### config.mk
export PLATFORM = sky130hd
export DESIGN_NAME = pairwise_distance_sort_unit_flat
export DESIGN_NICKNAME = d
export VERILOG_FILES = /design/src/hdl/pds_pkg.sv /design/src/hdl/pds_req_if.sv /design/src/hdl/pds_rsp_if.sv /design/src/hdl/pds_ram.sv /design/src/hdl/pds_isqrt.sv /design/src/hdl/pairwise_distance_sort_unit.sv /design/src/flat_wrapper.sv
export VERILOG_INCLUDE_DIRS = /design/src /design/src/hdl
export SDC_FILE = /design/constraint.sdc
export NUM_CORES = 2
export LEC_CHECK = 0
export ABC_AREA = 1
export BUFFER_PORTS_ARGS = -buffer_cell sky130_fd_sc_hd__clkbuf_2
export CAP_MARGIN = 10
export CORE_ASPECT_RATIO = 0.6
export CORE_MARGIN = 5
export CORE_UTILIZATION = 40
export CTS_CLUSTER_DIAMETER = 30
export DETAILED_ROUTE_END_ITERATION = 16
export GPL_TIMING_DRIVEN = 0
export PLACE_DENSITY = 0.59
export SETUP_SLACK_MARGIN = 0.02
export SYNTH_ARGS = -nofsm -noshare
export SYNTH_HDL_FRONTEND = slang
export SYNTH_HIERARCHICAL = 1
export SYNTH_SLANG_ARGS = --single-unit
### constraint.sdc
create_clock -name clock -period 23.4 [get_ports clock]
set_input_delay 1.17 -clock clock [delete_from_list [all_inputs] [get_ports clock]]
set_output_delay 1.17 -clock clock [all_outputs]
set_load 0.05 [all_outputs]
### src/hdl/assert_macros.svh
// Assertion macros for the pairwise distance sort unit.
// No dependencies; define NO_ASSERTIONS to compile them out.
`ifndef ASSERT_MACROS_SVH
`define ASSERT_MACROS_SVH
`ifndef NO_ASSERTIONS
`define ASSERT_CLK(label, clk, rst, prop) \
   label: assert property (@(posedge clk) disable iff (rst) (prop)) \
      else $error("assertion failed");
`define ASSERT_NEVER(label, clk, rst, cond) \
   label: assert property (@(posedge clk) disable iff (rst) !(cond)) \
      else $error("forbidden condition seen");
`else
`define ASSERT_CLK(label, clk, rst, prop)
`define ASSERT_NEVER(label, clk, rst, cond)
`endif
`endif

### src/hdl/pds_pkg.sv
// Package for the pairwise distance sort unit: sizes, types, states.
// No dependencies.
`timescale 1ns / 1ps
package pds_pkg;
   localparam int MAX_POINTS = 10;
   localparam int NUM_PAIRS  = (MAX_POINTS * (MAX_POINTS - 1)) / 2;
   localparam int IDX_W      = $clog2(MAX_POINTS);
   localparam int CNT_W      = $clog2(MAX_POINTS + 1);
   localparam int PAIR_W     = $clog2(NUM_PAIRS);
   localparam int HCNT_W     = $clog2(NUM_PAIRS + 1);
   localparam int COORD_W    = 16;
   localparam int SQ_W       = 2 * COORD_W;
   localparam int KEY_W      = SQ_W + 2;
   localparam int FRAC_SH    = 16;
   localparam int SQ_IN_W    = KEY_W + FRAC_SH;
   localparam int DIST_W     = SQ_IN_W / 2;
   localparam int REM_W      = DIST_W + 2;
   localparam int STEP_W     = $clog2(DIST_W);

   typedef struct packed {
      logic signed [COORD_W-1:0] x;
      logic signed [COORD_W-1:0] y;
      logic signed [COORD_W-1:0] z;
   } point_type;

   typedef struct packed {
      logic [IDX_W-1:0] a;
      logic [IDX_W-1:0] b;
      logic [KEY_W-1:0] key;
   } pair_type;

   typedef struct packed {
      logic busy;
      logic done;
   } sqrt_stat_type;

   typedef enum logic [3:0] {
      S_LOAD, S_RDA, S_RDB, S_LATB, S_DIST, S_INS_CHK, S_INS_CMP, S_NEXT,
      S_OUT_RD, S_OUT_PA, S_OUT_PB, S_OUT_SQ, S_SQRT, S_EMIT
   } state_type;
endpackage

### src/hdl/pds_req_if.sv
// Input channel: one point per transfer.
// Depends on pds_pkg.
`timescale 1ns / 1ps
interface pds_req_if import pds_pkg::*; ();
   logic                      valid;
   logic                      ready;
   logic signed [COORD_W-1:0] point_x;
   logic signed [COORD_W-1:0] point_y;
   logic signed [COORD_W-1:0] point_z;
   logic                      last_point;
   modport source (output valid, point_x, point_y, point_z, last_point, input ready);
   modport sink (input valid, point_x, point_y, point_z, last_point, output ready);
endinterface

### src/hdl/pds_rsp_if.sv
// Result channel: one pair and its distance per transfer.
// Depends on pds_pkg.
`timescale 1ns / 1ps
interface pds_rsp_if import pds_pkg::*; ();
   logic                      valid;
   logic                      ready;
   logic signed [COORD_W-1:0] first_x;
   logic signed [COORD_W-1:0] first_y;
   logic signed [COORD_W-1:0] first_z;
   logic signed [COORD_W-1:0] second_x;
   logic signed [COORD_W-1:0] second_y;
   logic signed [COORD_W-1:0] second_z;
   logic [DIST_W-1:0]         distance;
   logic                      last_pair;
   modport source (output valid, first_x, first_y, first_z, second_x, second_y, second_z,
                   distance, last_pair, input ready);
   modport sink (input valid, first_x, first_y, first_z, second_x, second_y, second_z,
                 distance, last_pair, output ready);
endinterface

### src/hdl/pds_ram.sv
// Generic single-write, single-read RAM with registered read data.
// No dependencies.
`timescale 1ns / 1ps
module pds_ram #(
   parameter int WIDTH = 8,
   parameter int DEPTH = 16
) (
   input  logic                     clock,
   input  logic                     we,
   input  logic [$clog2(DEPTH)-1:0] waddr,
   input  logic [WIDTH-1:0]         wdata,
   input  logic [$clog2(DEPTH)-1:0] raddr,
   output logic [WIDTH-1:0]         rdata
);
   logic [WIDTH-1:0] mem_ff [DEPTH];
   logic [WIDTH-1:0] rdata_ff;

   always_ff @(posedge clock) begin
      if (we) begin
         mem_ff[waddr] <= wdata;
      end
      rdata_ff <= mem_ff[raddr];
   end

   assign rdata = rdata_ff;
endmodule

### src/hdl/pds_isqrt.sv
// Iterative integer square root, one result bit per cycle.
// Depends on pds_pkg.
`timescale 1ns / 1ps
module pds_isqrt import pds_pkg::*; (
   input  logic               clock,
   input  logic               reset,
   input  logic               start,
   input  logic [SQ_IN_W-1:0] value,
   output logic [DIST_W-1:0]  result,
   output sqrt_stat_type      stat
);
   logic [SQ_IN_W-1:0] val_ff, val_in;
   logic [REM_W-1:0]   rem_ff, rem_in;
   logic [DIST_W-1:0]  root_ff, root_in;
   logic [STEP_W-1:0]  step_ff, step_in;
   logic               busy_ff, busy_in;
   logic               done_ff, done_in;
   logic [REM_W-1:0]   rem_sh;
   logic [REM_W-1:0]   trial;

   always_comb begin
      rem_sh  = {rem_ff[REM_W-3:0], val_ff[SQ_IN_W-1 -: 2]};
      trial   = {root_ff[DIST_W-1:0], 2'b01};
      val_in  = val_ff;
      rem_in  = rem_ff;
      root_in = root_ff;
      step_in = step_ff;
      busy_in = busy_ff;
      done_in = 1'b0;
      if (start) begin
         val_in  = value;
         rem_in  = '0;
         root_in = '0;
         step_in = '0;
         busy_in = 1'b1;
      end else if (busy_ff) begin
         val_in = {val_ff[SQ_IN_W-3:0], 2'b00};
         if (rem_sh >= trial) begin
            rem_in  = rem_sh - trial;
            root_in = {root_ff[DIST_W-2:0], 1'b1};
         end else begin
            rem_in  = rem_sh;
            root_in = {root_ff[DIST_W-2:0], 1'b0};
         end
         step_in = step_ff + 1'b1;
         if (step_ff == STEP_W'(DIST_W - 1)) begin
            busy_in = 1'b0;
            done_in = 1'b1;
         end
      end
   end

   always_ff @(posedge clock) begin
      if (reset) begin
         busy_ff <= 1'b0;
         done_ff <= 1'b0;
      end else begin
         busy_ff <= busy_in;
         done_ff <= done_in;
      end
   end

   always_ff @(posedge clock) begin
      val_ff  <= val_in;
      rem_ff  <= rem_in;
      root_ff <= root_in;
      step_ff <= step_in;
   end

   assign result    = root_ff;
   assign stat.busy = busy_ff;
   assign stat.done = done_ff;
endmodule

### src/hdl/pairwise_distance_sort_unit.sv
// Top level of the pairwise distance sort unit: sequencer, shared squarer,
// point and pair memories. Depends on pds_pkg, the channel interfaces,
// pds_ram, pds_isqrt and assert_macros.svh.
//
//  channel | direction | transfer moves
//  req     | in        | one point, last_point starts the pair work
//  rsp     | out       | one pair, its distance and last_pair
//
// Loading takes one req transfer per point. After the last point the
// shared squarer sums each pair's squared distance over x, y and z, and
// insertion sort places the pair in the pair memory, moving each smaller
// entry one place on. Each result then passes the memory reads, the
// 25-step root and the transfer, one result at a time, as set by the single
// read port and the bit-serial root. req is ready only while loading; rsp
// stalls simply hold the result. Reset is synchronous and needs no clearing pass.
`timescale 1ns / 1ps
`include "assert_macros.svh"
module pairwise_distance_sort_unit import pds_pkg::*; (
   input  logic       clock,
   input  logic       reset,
   pds_req_if.sink    req_chan,
   pds_rsp_if.source  rsp_chan
);
   state_type          state_ff, state_in;
   logic [CNT_W-1:0]   count_ff, count_in;
   logic [IDX_W-1:0]   i_ff, i_in, j_ff, j_in;
   logic [HCNT_W-1:0]  h_ff, h_in;
   logic [PAIR_W-1:0]  p_ff, p_in, k_ff, k_in;
   logic [1:0]         comp_ff, comp_in;
   point_type          pa_ff, pa_in, pb_ff, pb_in;
   logic [SQ_W-1:0]    sq_ff, sq_in;
   logic [KEY_W-1:0]   key_ff, key_in;
   pair_type           ent_ff, ent_in;
   point_type          outa_ff, outa_in, outb_ff, outb_in;
   logic [DIST_W-1:0]  dist_ff, dist_in;
   logic               lastp_ff, lastp_in;

   logic               pt_we;
   logic [IDX_W-1:0]   pt_raddr;
   point_type          pt_wdata, pt_rdata;
   logic               pr_we;
   logic [PAIR_W-1:0]  pr_waddr, pr_raddr;
   pair_type           pr_wdata, pr_rdata;
   logic [KEY_W+IDX_W*2-1:0] pr_rdata_raw;
   logic [3*COORD_W-1:0]     pt_rdata_raw;
   logic               sq_start;
   logic [DIST_W-1:0]  sq_result;
   sqrt_stat_type      sq_stat;

   logic               req_xfer, rsp_xfer;
   logic               room;
   logic [CNT_W-1:0]   count_next;
   pair_type           new_ent;
   logic signed [COORD_W-1:0] ca, cb;
   logic signed [COORD_W:0]   diff;
   logic [COORD_W-1:0]        mag;
   logic               more_j, more_i, last_k;

   assign req_xfer   = req_chan.valid & req_chan.ready;
   assign rsp_xfer   = rsp_chan.valid & rsp_chan.ready;
   assign room       = count_ff < CNT_W'(MAX_POINTS);
   assign count_next = count_ff + CNT_W'(room);
   assign new_ent    = '{a: i_ff, b: j_ff, key: key_ff};
   assign more_j     = (CNT_W'(j_ff) + CNT_W'(1)) < count_ff;
   assign more_i     = (CNT_W'(i_ff) + CNT_W'(2)) < count_ff;
   assign last_k     = (HCNT_W'(k_ff) + HCNT_W'(1)) == h_ff;
   assign pt_wdata   = '{x: req_chan.point_x, y: req_chan.point_y, z: req_chan.point_z};
   assign pt_rdata   = point_type'(pt_rdata_raw);
   assign pr_rdata   = pair_type'(pr_rdata_raw);

   pds_ram #(.WIDTH(3 * COORD_W), .DEPTH(MAX_POINTS)) u_point_ram (
      .clock (clock),
      .we    (pt_we),
      .waddr (count_ff[IDX_W-1:0]),
      .wdata (pt_wdata),
      .raddr (pt_raddr),
      .rdata (pt_rdata_raw)
   );

   pds_ram #(.WIDTH(KEY_W + 2 * IDX_W), .DEPTH(NUM_PAIRS)) u_pair_ram (
      .clock (clock),
      .we    (pr_we),
      .waddr (pr_waddr),
      .wdata (pr_wdata),
      .raddr (pr_raddr),
      .rdata (pr_rdata_raw)
   );

   pds_isqrt u_isqrt (
      .clock  (clock),
      .reset  (reset),
      .start  (sq_start),
      .value  ({ent_ff.key, FRAC_SH'(0)}),
      .result (sq_result),
      .stat   (sq_stat)
   );

   // next state
   always_comb begin
      state_in = state_ff;
      unique case (state_ff)
         S_LOAD: begin
            if (req_xfer && req_chan.last_point && count_next >= CNT_W'(2)) begin
               state_in = S_RDA;
            end
         end
         S_RDA:     state_in = S_RDB;
         S_RDB:     state_in = S_LATB;
         S_LATB:    state_in = S_DIST;
         S_DIST:    if (comp_ff == 2'd3) state_in = S_INS_CHK;
         S_INS_CHK: state_in = (p_ff == '0) ? S_NEXT : S_INS_CMP;
         S_INS_CMP: state_in = (pr_rdata.key < key_ff) ? S_INS_CHK : S_NEXT;
         S_NEXT:    state_in = (more_j || more_i) ? S_RDA : S_OUT_RD;
         S_OUT_RD:  state_in = S_OUT_PA;
         S_OUT_PA:  state_in = S_OUT_PB;
         S_OUT_PB:  state_in = S_OUT_SQ;
         S_OUT_SQ:  state_in = S_SQRT;
         S_SQRT:    if (sq_stat.done) state_in = S_EMIT;
         S_EMIT: begin
            if (rsp_xfer) begin
               state_in = last_k ? S_LOAD : S_OUT_RD;
            end
         end
         default:   state_in = S_LOAD;
      endcase
   end

   // memory and unit controls
   always_comb begin
      req_chan.ready = (state_ff == S_LOAD);
      rsp_chan.valid = (state_ff == S_EMIT);
      pt_we    = 1'b0;
      pt_raddr = i_ff;
      pr_we    = 1'b0;
      pr_waddr = p_ff;
      pr_wdata = new_ent;
      pr_raddr = k_ff;
      sq_start = 1'b0;
      unique case (state_ff)
         S_LOAD:    pt_we = req_chan.valid & room;
         S_RDB:     pt_raddr = j_ff;
         S_INS_CHK: begin
            pr_raddr = p_ff - 1'b1;
            pr_we    = (p_ff == '0);
         end
         S_INS_CMP: begin
            pr_we = 1'b1;
            // shift the smaller entry down one place, else drop the new one in
            if (pr_rdata.key < key_ff) pr_wdata = pr_rdata;
         end
         S_OUT_PA:  pt_raddr = pr_rdata.a;
         S_OUT_PB:  pt_raddr = ent_ff.b;
         S_OUT_SQ:  sq_start = 1'b1;
         default: begin
         end
      endcase
   end

   // shared squarer input
   always_comb begin
      case (comp_ff)
         2'd0:    begin ca = pa_ff.x; cb = pb_ff.x; end
         2'd1:    begin ca = pa_ff.y; cb = pb_ff.y; end
         default: begin ca = pa_ff.z; cb = pb_ff.z; end
      endcase
      diff = (COORD_W + 1)'(ca) - (COORD_W + 1)'(cb);
      mag  = diff[COORD_W] ? COORD_W'(-diff) : diff[COORD_W-1:0];
   end

   // datapath next values
   always_comb begin
      count_in = count_ff;
      i_in     = i_ff;
      j_in     = j_ff;
      h_in     = h_ff;
      p_in     = p_ff;
      k_in     = k_ff;
      comp_in  = comp_ff;
      pa_in    = pa_ff;
      pb_in    = pb_ff;
      sq_in    = sq_ff;
      key_in   = key_ff;
      ent_in   = ent_ff;
      outa_in  = outa_ff;
      outb_in  = outb_ff;
      dist_in  = dist_ff;
      lastp_in = lastp_ff;
      case (state_ff)
         S_LOAD: begin
            if (req_xfer) begin
               count_in = count_next;
               if (req_chan.last_point) begin
                  if (count_next < CNT_W'(2)) count_in = '0;
                  i_in = '0;
                  j_in = IDX_W'(1);
                  h_in = '0;
               end
            end
         end
         S_RDB:  pa_in = pt_rdata;
         S_LATB: begin
            pb_in   = pt_rdata;
            comp_in = '0;
         end
         S_DIST: begin
            sq_in   = mag * mag;
            key_in  = (comp_ff == 2'd0) ? '0 : key_ff + KEY_W'(sq_ff);
            comp_in = comp_ff + 1'b1;
            p_in    = PAIR_W'(h_ff);
         end
         S_INS_CMP: begin
            if (pr_rdata.key < key_ff) p_in = p_ff - 1'b1;
         end
         S_NEXT: begin
            h_in = h_ff + 1'b1;
            k_in = '0;
            if (more_j) begin
               j_in = j_ff + 1'b1;
            end else begin
               i_in = i_ff + 1'b1;
               j_in = i_ff + IDX_W'(2);
            end
         end
         S_OUT_PA: ent_in  = pr_rdata;
         S_OUT_PB: outa_in = pt_rdata;
         S_OUT_SQ: outb_in = pt_rdata;
         S_SQRT: begin
            dist_in  = sq_result;
            lastp_in = last_k;
         end
         S_EMIT: begin
            if (rsp_xfer) begin
               k_in = k_ff + 1'b1;
               if (last_k) count_in = '0;
            end
         end
         default: begin
         end
      endcase
   end

   always_ff @(posedge clock) begin
      if (reset) begin
         state_ff <= S_LOAD;
         count_ff <= '0;
      end else begin
         state_ff <= state_in;
         count_ff <= count_in;
      end
   end

   always_ff @(posedge clock) begin
      i_ff     <= i_in;
      j_ff     <= j_in;
      h_ff     <= h_in;
      p_ff     <= p_in;
      k_ff     <= k_in;
      comp_ff  <= comp_in;
      pa_ff    <= pa_in;
      pb_ff    <= pb_in;
      sq_ff    <= sq_in;
      key_ff   <= key_in;
      ent_ff   <= ent_in;
      outa_ff  <= outa_in;
      outb_ff  <= outb_in;
      dist_ff  <= dist_in;
      lastp_ff <= lastp_in;
   end

   assign rsp_chan.first_x   = outa_ff.x;
   assign rsp_chan.first_y   = outa_ff.y;
   assign rsp_chan.first_z   = outa_ff.z;
   assign rsp_chan.second_x  = outb_ff.x;
   assign rsp_chan.second_y  = outb_ff.y;
   assign rsp_chan.second_z  = outb_ff.z;
   assign rsp_chan.distance  = dist_ff;
   assign rsp_chan.last_pair = lastp_ff;

   `ASSERT_NEVER(a_one_side, clock, reset, req_chan.ready && rsp_chan.valid)
   `ASSERT_CLK(a_sqrt_state, clock, reset, sq_stat.busy |-> state_ff == S_SQRT)
   `ASSERT_CLK(a_count_cap, clock, reset, count_ff <= CNT_W'(MAX_POINTS))
endmodule
### src/flat_wrapper.sv
// flat-port wrapper written by rule: the top's interface ports become plain ports
module pairwise_distance_sort_unit_flat import pds_pkg::*;
  (clock, reset, req_chan_valid, req_chan_point_x, req_chan_point_y, req_chan_point_z, req_chan_last_point, req_chan_ready, rsp_chan_valid, rsp_chan_first_x, rsp_chan_first_y, rsp_chan_first_z, rsp_chan_second_x, rsp_chan_second_y, rsp_chan_second_z, rsp_chan_distance, rsp_chan_last_pair, rsp_chan_ready);
  pds_req_if req_chan_i ();
  pds_rsp_if rsp_chan_i ();
  input  logic clock;
  input  logic reset;
  input wire logic [$bits(req_chan_i.valid)-1:0] req_chan_valid;
  input wire logic [$bits(req_chan_i.point_x)-1:0] req_chan_point_x;
  input wire logic [$bits(req_chan_i.point_y)-1:0] req_chan_point_y;
  input wire logic [$bits(req_chan_i.point_z)-1:0] req_chan_point_z;
  input wire logic [$bits(req_chan_i.last_point)-1:0] req_chan_last_point;
  output wire logic [$bits(req_chan_i.ready)-1:0] req_chan_ready;
  output wire logic [$bits(rsp_chan_i.valid)-1:0] rsp_chan_valid;
  output wire logic [$bits(rsp_chan_i.first_x)-1:0] rsp_chan_first_x;
  output wire logic [$bits(rsp_chan_i.first_y)-1:0] rsp_chan_first_y;
  output wire logic [$bits(rsp_chan_i.first_z)-1:0] rsp_chan_first_z;
  output wire logic [$bits(rsp_chan_i.second_x)-1:0] rsp_chan_second_x;
  output wire logic [$bits(rsp_chan_i.second_y)-1:0] rsp_chan_second_y;
  output wire logic [$bits(rsp_chan_i.second_z)-1:0] rsp_chan_second_z;
  output wire logic [$bits(rsp_chan_i.distance)-1:0] rsp_chan_distance;
  output wire logic [$bits(rsp_chan_i.last_pair)-1:0] rsp_chan_last_pair;
  input wire logic [$bits(rsp_chan_i.ready)-1:0] rsp_chan_ready;
  assign req_chan_i.valid = req_chan_valid;
  assign req_chan_i.point_x = req_chan_point_x;
  assign req_chan_i.point_y = req_chan_point_y;
  assign req_chan_i.point_z = req_chan_point_z;
  assign req_chan_i.last_point = req_chan_last_point;
  assign req_chan_ready = req_chan_i.ready;
  assign rsp_chan_valid = rsp_chan_i.valid;
  assign rsp_chan_first_x = rsp_chan_i.first_x;
  assign rsp_chan_first_y = rsp_chan_i.first_y;
  assign rsp_chan_first_z = rsp_chan_i.first_z;
  assign rsp_chan_second_x = rsp_chan_i.second_x;
  assign rsp_chan_second_y = rsp_chan_i.second_y;
  assign rsp_chan_second_z = rsp_chan_i.second_z;
  assign rsp_chan_distance = rsp_chan_i.distance;
  assign rsp_chan_last_pair = rsp_chan_i.last_pair;
  assign rsp_chan_i.ready = rsp_chan_ready;
  pairwise_distance_sort_unit u_core (.clock(clock), .reset(reset), .req_chan(req_chan_i), .rsp_chan(rsp_chan_i));
endmodule
# Yosys cells after proc, flatten, opt, wreduce, memory -nomap -nowiden
# Memory sizes are Yosys's and may differ from the RTL's. A register that Yosys moved wholly into a read port is not among the register bits.
# Index checks and enable logic that the tools add are counted.
word_totals:
  regBits: 449
  ramBits: 2370
  output_inout_bits: 124
  mem_count: 2
memory_table:
  columns: ["memory", "words", "width", "read_ports", "rd_clocked_by_memory_dff", "wr", "line", "text"]
  rows:
  - ["u_core.u_pair_ram.mem_ff", 45, 42, 1, 1, 1, "pds_ram.sv:15", "logic [WIDTH-1:0] mem_ff [DEPTH];"]
  - ["u_core.u_point_ram.mem_ff", 10, 48, 1, 1, 1, "pds_ram.sv:15", null]
op_classes:
  addsub: 13
  n_mul: 1
  n_lt_le_gt_ge: 7
  n_eq_ne: 26
  mux: 53
  bitwise: 4
  n_reduce_logical: 19
ops:
  columns: ["cell", "n"]
  rows:
  - ["$mux W50", 2]
  - ["$mux W42", 2]
  - ["$mux W4", 17]
  - ["$pmux W16 S2", 2]
  - ["$pmux W4 S14", 1]
  - ["$pmux W6 S2", 3]
  - ["$add A34 B32 Y34", 1]
  - ["$lt A34 B34 Y1", 1]
  - ["$mul A16 B16 Y32", 1]
  - ["$mux W6", 5]
  - ["$ge A27 B27 Y1", 1]
  - ["$mux W25", 1]
  - ["$sub A25 B25 Y25", 1]
  - ["$eq A4 B4 Y1 const B", 6]
  - ["$pmux W4 S2", 3]
  - ["$sub A16 B16 Y17", 1]
  - ["$eq A4 B3 Y1 const B", 4]
  - ["$mux W16", 1]
  - ["$neg A16 Y16", 1]
  - ["$ne A2 B2 Y1 const B", 7]
  - ["$add A6 B1 Y6 const B", 2]
  - ["$mux W1", 12]
  - ["$pmux W4 S3", 1]
  - ["$reduce_and A4 Y1", 3]
  - ["other kinds (31)", 44]

# Longest topological paths before layout
logic_depth:
  ltp_word: 7
  ltp_mapped: 50
  mapped_depth_nobuf: 47

# Modules after synthesis
# Netlist, hierarchy kept.
modules_own_cells:
  columns: ["module", "instances", "cells_per_inst", "area_each_um2"]
  rows:
  - ["pds_ram at u_core.u_pair_ram", 1, 6208, 76368.2]
  - ["pairwise_distance_sort_unit", 1, 2445, 24464.7]
  - ["pds_ram at u_core.u_point_ram", 1, 1895, 21518.1]
  - ["pds_isqrt", 1, 874, 6219.7]

# Worst setup path after synthesis
# OpenSTA, ideal clock, no wires.
synth_path:
  path_type: "reg2reg"
  start: "register u_core.comp_ff[0]"
  end: "register u_core.sq_ff[29], data pin"
  setup_ps: 259
  arrival_time_ps: 8142
  required_ps: 23141
  setup_slack_ps: 14999
  path_stages_with_launch: 44
  n_path_buf: 3
  cell_sequence: "edfxtp_1 inv_1 ha_1 clkbuf_1 nor2_1 clkbuf_1 a21oi_1 ha_1 inv_1 fa_1 inv_1 ha_1 inv_1 nor2_1 nand3_1 nor2_1 nand2_1 inv_1 (+8 left out) inv_1 fa_1 fa_1 fa_1 inv_1 fa_1 inv_1 ha_1 a21oi_1 o21ai_0 o21bai_1 nand2_1 nand2_1 a21oi_1 o21bai_1 nand2_1 nand2_1 xor2_1"
synth_between:
  elab_chain_len: 6
  elab_cells_between_ends: 8
  cone_classes: "add/sub: 2; mul: 1; eq/ne: 1; mux: 3; reduce/logical: 1"
synth_lines:
  columns: ["element", "line", "text"]
  rows:
  - ["start: declaration", "pairwise_distance_sort_unit.sv:29", "logic [1:0] comp_ff, comp_in;"]
  - ["start signal: assignment", "pairwise_distance_sort_unit.sv:258", "comp_ff <= comp_in;"]
  - ["$eq A2 B1 Y1 / $logic_not A2 Y1 (equally long branches)", "pairwise_distance_sort_unit.sv:161", "case (comp_ff)"]
  - ["$pmux W16 S2", "pairwise_distance_sort_unit.sv:161", null]
  - ["$sub A16 B16 Y17 (*)", "pairwise_distance_sort_unit.sv:166", "diff = (COORD_W + 1)'(ca) - (COORD_W + 1)'(cb);"]
  - ["$neg A16 Y16", "pairwise_distance_sort_unit.sv:167", "mag = diff[COORD_W] ? COORD_W'(-diff) : diff[COORD_W-1:0];"]
  - ["$mux W16 (*)", "pairwise_distance_sort_unit.sv:167", null]
  - ["$mul A16 B16 Y32 (*)", "pairwise_distance_sort_unit.sv:206", "sq_in = mag * mag;"]
  - ["end signal: assignment", "pairwise_distance_sort_unit.sv:261", "sq_ff <= sq_in;"]
  - ["end: declaration", "pairwise_distance_sort_unit.sv:31", "logic [SQ_W-1:0] sq_ff, sq_in;"]
# Mark *: on every way between the ends. The rest lies on a longest branch, timed or not.
# A chain may end at the register's enable or synchronous reset.

# Worst setup path in the final report
layout_path:
  start: "register u_core.comp_ff[0]"
  end: "register u_core.sq_ff[29], data pin"
layout_between:
  elab_chain_len: 6
  elab_cells_between_ends: 8
  cone_classes: "add/sub: 2; mul: 1; eq/ne: 1; mux: 3; reduce/logical: 1"
layout_lines:
  columns: ["element", "line", "text"]
  rows:
  - ["$eq A2 B1 Y1 / $logic_not A2 Y1 (equally long branches)", "pairwise_distance_sort_unit.sv:161", null]
  - ["$pmux W16 S2", "pairwise_distance_sort_unit.sv:161", null]
  - ["$sub A16 B16 Y17 (*)", "pairwise_distance_sort_unit.sv:166", null]
  - ["$neg A16 Y16", "pairwise_distance_sort_unit.sv:167", null]
  - ["$mux W16 (*)", "pairwise_distance_sort_unit.sv:167", null]
  - ["via u_core.mag[0]", "pairwise_distance_sort_unit.sv:56", "logic [COORD_W-1:0] mag;"]
  - ["$mul A16 B16 Y32 (*)", "pairwise_distance_sort_unit.sv:206", null]
# The timed path passes the listed nets; every way through them passes the cells marked *.

==> implementation parameters <==
Parameter                              Value

Placed design
  Weighted congestion reported at the end of routability-driven placement ... 1.043
  IO Port Bufs ... 176
  Detailed Place HPWL ... 318100 um
  Cell area after placement ... 0.1394 sq mm

Layout
  Core utilization of the finished layout ... 48.08%
  Design Area, Final ... 0.1540 sq mm
  Number of nets in the layout ... 12640
  Area Growth Syn to Fin ... 19.77%
  Share of post-route cells with drive strength above 1 ... 13.18%

Floorplanning
  Y dimension of the die ... 449.1 um
  Horizontal die dimension ... 741.9 um
  Core box area ... 0.3203 sq mm
  Overall die area ... 0.3332 sq mm
  Starting utilization of the core area ... 40.14%
  Standard-cell row count ... 161
  Num ports ... 177

Worst setup path
  Category of the most critical setup path ... reg -> reg
  Slowest library cell on the worst path ... sky130_fd_sc_hd__nand2_1
  Critical Path Fanout Max ... 10
  Critical path's most frequent cell ... sky130_fd_sc_hd__nand2_1
  CP Launch Type ... flop
  Biggest cell delay along the critical path ... 0.60 ns
  Data required time at the worst endpoint ... 24.12 ns
  Type of destination of the critical path ... flop
  Data arrival, critical path ... 11.52 ns

Clocking
  Clock root cell ... sky130_fd_sc_hd__clkbuf_16
  Sink count of the clock tree ... 2924
  Depth of the CTS H-tree ... 5
  Clock-pin slew on the worst setup and hold paths ... 0.06 ns
  Count of hold buffers inserted by post-cts repair ... 0
  Worst skew pair latency ... 0.93 ns
  CTS buffer count ... 415
  Resized Gates After CTS ... 0
  Setup bufs post-CTS ... 0
  Clock tree from TritonCTS ... yes
  Longest Clk Path Bufs ... 4

Status
  Run status ... completed

Detailed routing
  Pre-antenna DRT Iters ... 8
  Vias ... 92070
  Number of vias per cell after detailed routing ... 5.482
  DR DRC count ... 0
  First DRT Iteration DRCs ... 13740
  Final wirelength ... 439300 um
  Antenna-violating nets left ... 0
  Post-detailed-route wirelength per cell ... 26.16 um

STA
  Worst hold-check slack ... 0.3882 ns
  Number of hold violations in the final report ... 0
  Relative slew margins ... 10.13%
  Number of setup violations in the final report ... 0
  Timing-limited maximum frequency ... 92.66 MHz
  Unrepaired setup endpoints after global routing ... false
  Share of the clock period used by the worst path after layout ... 46.12%
  Total negative slack ... 0 ns
  Actual transition at the worst max-transition pin ... 1.348 ns
  Final slew viol count ... 0
  Max Clock Skew ... 0.07578 ns
  Final critical delay including setup and external delays ... 10.79 ns

Flow run
  Number of max-cap violations ... 0

Global routing
  GR Overflow Total ... 0
  Overall fraction of global-route tracks in use ... 25.62%
  Number of global-route vias before repair ... 83530
  Met1 Use GR ... 40.71%
  Routing usage on met3 ... 7.903%
  Peak-usage layer in the global routing report ... met1
  Met2 usage ... 33.20%
  Number of antenna violations at the first check in global routing ... 43
  First-pass GRT wire length ... 618600 um
  Pin count of the biggest net entering global routing ... 46

Synth
  Synthesized instance count ... 11420
  Mean cell area of the mapped netlist ... 11.26 sq um
  Number of warnings issued by yosys ... 6
  Cell Area, Synth ... 0.1286 sq mm

Hold path
  Hold Path Class ... reg -> reg
## flip-flops by register name, summed over array words and instances, names as in the netlist, 16 cells and up
| signal | flops |
|---|---|
| u_core/u_pair_ram/mem_ff | 1890 |
| u_core/u_point_ram/mem_ff | 480 |
| u_core/u_isqrt/val_ff | 50 |
| u_core/pa_ff | 48 |
| u_core/pb_ff | 48 |
| u_core/u_point_ram/rdata | 48 |
| u_core/u_pair_ram/rdata | 42 |
| u_core/ent_ff | 38 |
| u_core/key_ff | 34 |
| u_core/sq_ff | 31 |
| u_core/rsp_chan.distance | 25 |
| u_core/u_isqrt/rem_ff | 25 |
| u_core/u_isqrt/result | 25 |
| u_core/rsp_chan.first_x | 16 |
| u_core/rsp_chan.first_y | 16 |
| u_core/rsp_chan.first_z | 16 |
| u_core/rsp_chan.second_x | 16 |
| u_core/rsp_chan.second_y | 16 |
| u_core/rsp_chan.second_z | 16 |
## cell type report
cell class / instances / area, sq um
Sequential cell: 2924 / 86250
Antenna cell: 10 / 25.02
Tap cell: 4238 / 5303
Fill cell: 28490 / 166300
Multi-Input combinational cell: 7052 / 36870
Clock inverter: 302 / 3842
Clock buffer: 463 / 10710
Inverter: 888 / 3343
Buffer: 572 / 3085
Timing Repair Buffer: 347 / 4561
## routing by layer
layer / routed length (um) / part of all wire, %
met5: 321 / 0.073
met1: 198100 / 45
met3: 60720 / 14
met4: 11590 / 2.6
met2: 168600 / 38
## metrics by stage
step                      std cells  setup WS (ns)
final                         16800          12.61
after global routing          16790          11.95
after CTS                     16790          12.69
after detailed placement      16020          12.76
after global placement        15850          12.80
after floorplan               11440          15.00
## worst paths after layout
| check | start | end | slack, ns | depth (start not counted) |
|---|---|---|---|---|
| setup / recovery | u_core/comp_ff[0] | u_core/sq_ff[29] | 12.61 | 39 |
| setup reg to reg | u_core/comp_ff[0] | u_core/sq_ff[29] | 12.61 | 39 |
| hold / removal | u_core/u_isqrt/result[1] | u_core/rsp_chan.distance[1] | 0.39 | 0 |
| hold reg to reg | u_core/u_isqrt/result[1] | u_core/rsp_chan.distance[1] | 0.39 | 0 |
## layout by cell type (no fill, tap or decap), types with 59 or more instances in the layout
cell,n
sky130_fd_sc_hd__nand2_2,109
sky130_fd_sc_hd__inv_1,849
sky130_fd_sc_hd__fa_1,165
sky130_fd_sc_hd__nand3_1,1570
sky130_fd_sc_hd__dfxtp_1,155
sky130_fd_sc_hd__buf_12,138
sky130_fd_sc_hd__nor2_1,612
sky130_fd_sc_hd__clkbuf_1,259
sky130_fd_sc_hd__clkbuf_16,417
sky130_fd_sc_hd__buf_2,187
sky130_fd_sc_hd__clkbuf_2,179
sky130_fd_sc_hd__o22ai_1,152
sky130_fd_sc_hd__bufinv_16,61
sky130_fd_sc_hd__a21oi_1,270
sky130_fd_sc_hd__o21ai_0,393
sky130_fd_sc_hd__edfxtp_1,2769
sky130_fd_sc_hd__buf_4,59
sky130_fd_sc_hd__nand2_1,3119
sky130_fd_sc_hd__nor2_4,74
sky130_fd_sc_hd__ha_1,224
## worst max-delay path: cells and delay by family (launching register included)
kind / cells / cell delay [ns]
xor+xnor: 1 / 0.18
buf+inv: 10 / 2.16
simple gates: 14 / 2.56
compound gates: 5 / 1.06
fa+ha+maj: 9 / 4.12
flops: 1 / 0.41
Power is left out: the tool's default activity adds up to more than one toggle a clock period on the data nets, which glitch-free logic cannot reach.
